File: src/sv/lidar_scan_direction_generator_macros.svh
// ---------------------------------------------------------------------------
// Lidar scan direction generator assertion macros
// Shared property forms for the checks at the end of the top level.
// ---------------------------------------------------------------------------
`ifndef LIDAR_SCAN_DIRECTION_GENERATOR_MACROS_SVH
`define LIDAR_SCAN_DIRECTION_GENERATOR_MACROS_SVH

// Consequent holds in the same cycle as the antecedent.
`define LSDG_ASSERT_IMPL(lbl, ante, cons, msg) \
  lbl: assert property (@(posedge clk) disable iff (rst) (ante) |-> (cons)) \
    else $error(msg);

// Consequent holds after the antecedent, delayed by dly.
`define LSDG_ASSERT_DELAY(lbl, ante, dly, cons, msg) \
  lbl: assert property (@(posedge clk) disable iff (rst) (ante) |-> ##dly (cons)) \
    else $error(msg);

`endif

File: src/sv/lsdg_pkg.sv
// ---------------------------------------------------------------------------
// Lidar scan direction generator package
// Types, register codes and fixed constants shared by the block's modules.
// ---------------------------------------------------------------------------
package lsdg_pkg;

  // Configuration register indexes.
  typedef enum logic [2:0] {
    REG_CHANNEL_COUNT  = 3'd0,
    REG_POINTS_PER_CH  = 3'd1,
    REG_VERTICAL_LOWER = 3'd2,
    REG_VERTICAL_UPPER = 3'd3,
    REG_HORIZONTAL_FOV = 3'd4
  } cfg_reg_e;

  // Configuration register set.
  typedef struct packed {
    logic [7:0]         channel_count;
    logic [12:0]        points_per_channel;
    logic signed [15:0] vertical_lower;
    logic signed [15:0] vertical_upper;
    logic [15:0]        horizontal_fov;
  } cfg_t;

  // Item handed from the front end to the back end through the queue.
  typedef struct packed {
    logic        err;
    logic [15:0] el_ang;
    logic [15:0] az_ang;
  } front_item_t;

  // Divider widths: dividend bits (one pipeline stage each) and divisor bits.
  localparam int DIV_BITS = 29;
  localparam int DEN_BITS = 13;

  // Angles in 1/128 degree.
  localparam logic [16:0] FULL_TURN    = 17'd46080;
  localparam logic [16:0] HALF_TURN    = 17'd23040;
  localparam logic [16:0] QUARTER_TURN = 17'd11520;
  localparam logic [16:0] THREE_QUARTER_TURN = 17'd34560;

  // CORDIC datapath width and start value (Q4.30).
  localparam int XW = 34;
  localparam logic signed [XW-1:0] CORDIC_GAIN = 34'sd652032874;

  // atan(2^-i) in units of 2^-23 degree.
  localparam int ATAN_TAB [24] = '{
    377487360, 222843801, 117744544, 59768969, 30000467, 15014858,
    7509261, 3754860, 1877459, 938733, 469367, 234683,
    117342, 58671, 29335, 14668, 7334, 3667,
    1833, 917, 458, 229, 115, 57
  };

endpackage

File: src/sv/lsdg_queue.sv
// ---------------------------------------------------------------------------
// Decoupling queue
// Two-entry queue between the front end and the back end; the back end takes
// one transfer every cycle the queue holds an entry.
// ---------------------------------------------------------------------------
module lsdg_queue (
  input  logic                  clk,
  input  logic                  rst,
  input  logic                  push,
  input  lsdg_pkg::front_item_t push_item,
  output logic                  pop,
  output lsdg_pkg::front_item_t pop_item,
  output logic                  full
);
  import lsdg_pkg::*;

  front_item_t mem [2];
  logic        wr_ptr;
  logic        rd_ptr;
  logic [1:0]  count;

  assign pop      = (count != 2'd0);
  assign full     = (count == 2'd2);
  assign pop_item = mem[rd_ptr];

  // Pointers and fill count.
  always_ff @(posedge clk) begin
    if (rst) begin
      wr_ptr <= 1'b0;
      rd_ptr <= 1'b0;
      count  <= 2'd0;
    end else begin
      if (push) begin
        wr_ptr <= ~wr_ptr;
      end
      if (pop) begin
        rd_ptr <= ~rd_ptr;
      end
      count <= count + 2'(push) - 2'(pop);
    end
  end

  // Entry storage.
  always_ff @(posedge clk) begin
    if (push) begin
      mem[wr_ptr] <= push_item;
    end
  end

endmodule

File: config.mk
export PLATFORM = sky130hd
export DESIGN_NAME = lsdg_queue
export DESIGN_NICKNAME = d
export VERILOG_FILES = /design/src/sv/lidar_scan_direction_generator_macros.svh /design/src/sv/lsdg_pkg.sv /design/src/sv/lsdg_queue.sv
export SDC_FILE = /design/constraint.sdc
export NUM_CORES = 1
export LEC_CHECK = 0
export BUFFER_PORTS_ARGS = -buffer_cell sky130_fd_sc_hd__buf_4
export CELL_PAD_IN_SITES_DETAIL_PLACEMENT = 1
export CELL_PAD_IN_SITES_GLOBAL_PLACEMENT = 1
export CORE_MARGIN = 10
export CORE_UTILIZATION = 44
export DETAILED_ROUTE_END_ITERATION = 10
export PLACE_DENSITY = 0.74
export SLEW_MARGIN = 25
export SYNTH_ARGS = -nofsm -noshare
export SYNTH_HDL_FRONTEND = slang
export SYNTH_SLANG_ARGS = --single-unit
File: constraint.sdc
create_clock -name clk -period 2.8 [get_ports clk]
set_clock_uncertainty 0.05 [all_clocks]
set_input_delay 0.28 -clock clk [delete_from_list [all_inputs] [get_ports clk]]
set_output_delay 0.28 -clock clk [all_outputs]
set_load 0.03 [all_outputs]
==> metrics.yaml <==
status: "completed"
avgSynthCellArea_um2: 22.1
final_cell_mix: "buf_4, edfxtp_1, mux2_4"
hold_violations: 0
cap_violations: 0
cp-start-kind: "register"
layout_commonest_cell: "buf_4"
synth_nets: 161
drc: 0
cp.required_ns: 2.47
grtUsageTotal_pct: 12.4
cts_hold_buffers: 0
drive_gt1_share_pct: 58.6
die_y_um: 99.0
fp.dieW_um: 99.0
cts_buffers: 9
vias: 1379
postCtsResizedCells: 0
min_path_type: "input port to register"
postRouteAntennaNets: 0
rsz0062_at_grt: "false"
yosysWarnings: 0
antenna_found_initial: 0
cp_slowest_cell: "dfxtp_2"
ir_drop_uv: 320
power.total_uw: 2290
nFillCells: 560
slew_headroom_pct: 62.4
r2r_start: "wr_ptr$_SDFFE_PP0P_"
num_rows: 28
pin_count: 71
first_pass_iters: 4
reg2reg_setup_slack_ns: 1.23
grt-ovfl-total: 0
cts_setup_buffers: 0
grt_pass1_vias: 1617
wl_mm: 5.94
crit_type: "register to output port"
crit_chain: "buf_4, mux2_4, buf_4"
crit_path_frequent_cell: "buf_4"
syn_to_final_growth_pct: 27.1
synthCells: 124
numClockSinks: 71
globalplace.congestion: 0.722
maxSlewViolCount: 0
worstReg2RegEnd: "mem[0][12]$_DFFE_PP_"
grt_pass1_wl_mm: 9.16
grt_max_degree: 26
routed_via_density: 4.84
min_to: "mem[1][5]$_DFFE_PP_"
worst_pin_slew_ns: 0.562
finalCritPeriodShare_pct: 76.3
clock_latency_ns: 0.33
cp-end-kind: "output port"
reg2reg_depth: 2
crit_fanout: 25
arrival_ns: 1.81
start_util_pct: 45.8
cts_buffer_depth: 2
cts_tree: "yes"
p_per_area_nw_per_um2: 655
hold_start: "push_item[5]"
dieArea_um2: 9800
portBuffers: 70
worst-path-buf-inv: 2
diodes: 0
syn_area_um2: 2750
finalCriticalPeriod_ns: 2.14
tns_ns: 0
yosysSeqAreaShare_pct: 75.8
core-area_um2: 5990
wl_per_cell_um: 20.8
htreeDepth: 3
setup_viol: 0
clk_root_buffer_cell: "clkbuf_8"
fin_nets: 242
cp_top_family: "buffers and inverters"
clkTransAtPathRegs_ns: 0.08
dpl.hpwl_mm: 4.35
yosys_register_bits: 71
max_freq_ghz: 0.468
min_path_cells: 1
leakagePower_uw: 0.00138
dr.first_iter.drc_count: 42
ys_types: 17
cpPeakStageDelay_ns: 0.47
## through the flow
step | area [µm²] | setup WS [ns] | utilization, % | instances | hold WS (ns)
2_1_floorplan | 2750 | 0.511 | - | 124 | 0.299
3_3_place_gp | 3330 | 1.02 | 55.6 | 269 | 0.415
3_5_place_dp | 3330 | 0.999 | 55.6 | 269 | 0.419
4_1_cts | 3490 | 0.630 | 58.2 | 285 | 0.0595
5_1_grt | 3490 | 0.575 | 58.2 | 285 | 0.0555
6_report | 3490 | 0.664 | 58.2 | 285 | 0.0736
## metal layers
metal,GRT usage (%),wire [µm]
met1,12.9,2220
met3,5.17,424
met5,0,0
met4,5.62,88
met2,21.1,3210
## cells by family (layout without fill, tap and decap cells)
kind of cell               count (synthesis)  after routing  synth area share [%]
AOI/OAI and AO/OA                          3              3                 0.820
xor gates and xnor gates                   1              1                 0.319
adders and majority gates                  1              1                 0.456
buffers and inverters                      4             90                  2.60
DFF                                       71             71                  75.8
muxes                                     33             33                  17.6
and+or+nand+nor                           11             11                  2.32
## Yosys cell counts
| master | count | share of area, % |
|---|---|---|
| nor2b_1 | 4 | 0.91 |
| ha_1 | 1 | 0.46 |
| buf_6 | 1 | 0.41 |
| dfxtp_1 | 5 | 3.6 |
| xnor2_1 | 1 | 0.32 |
| mux2_4 | 30 | 16 |
| nor3_1 | 3 | 0.55 |
| edfxtp_1 | 66 | 72 |
| o21a_1 | 1 | 0.27 |
| nor2_1 | 1 | 0.14 |
| a21oi_1 | 1 | 0.18 |
| and2_1 | 1 | 0.23 |
| or2_2 | 1 | 0.23 |
| a21bo_2 | 1 | 0.36 |
| mux2_2 | 3 | 1.2 |
| buf_12 | 3 | 2.2 |
| nand3b_1 | 1 | 0.27 |
## sequential cells by signal, summed over array words and instances (netlist names), named ones only
| name | cells |
|---|---|
| rd_ptr | 1 |
| count | 2 |
| mem | 66 |
| wr_ptr | 1 |
## worst register-to-register path, cell delays in order, from the launching register on
cell and delay [ns]:
dfxtp_1 0.35, nor2b_4 0.48, buf_4 0.37
## area by class of cell
| class | instances | area [µm²] | area share, % |
|---|---|---|---|
| Multi-Input combinational cell | 49 | 599 | 17.2 |
| Timing Repair Buffer | 74 | 556 | 15.9 |
| Sequential cell | 71 | 2080 | 59.7 |
| Tap cell | 75 | 93.8 | 2.69 |
| Clock inverter | 5 | 25.0 | 0.717 |
| Clock buffer | 11 | 131 | 3.77 |
## worst max-delay path by stage
stage | slack, ns | from | cells past startpoint | end
final | 0.66 | register | 3 | pop_item[11]
after CTS | 0.63 | register | 3 | pop_item[11]
after global routing | 0.58 | register | 3 | pop_item[13]
after detailed placement | 1.0 | register | 3 | pop_item[11]
after global placement | 1.02 | register | 3 | pop_item[15]
after floorplan | 0.51 | wr_ptr$_SDFFE_PP0P_ | 1 | mem[0][0]$_DFFE_PP_
## where the power goes
group          internal [µW]  switching (µW)
Combinational            164             193
Sequential              1230            23.4
Clock                    313             363
Total                   1710             580
No activity file was read; power rests on OpenSTA's default activity.
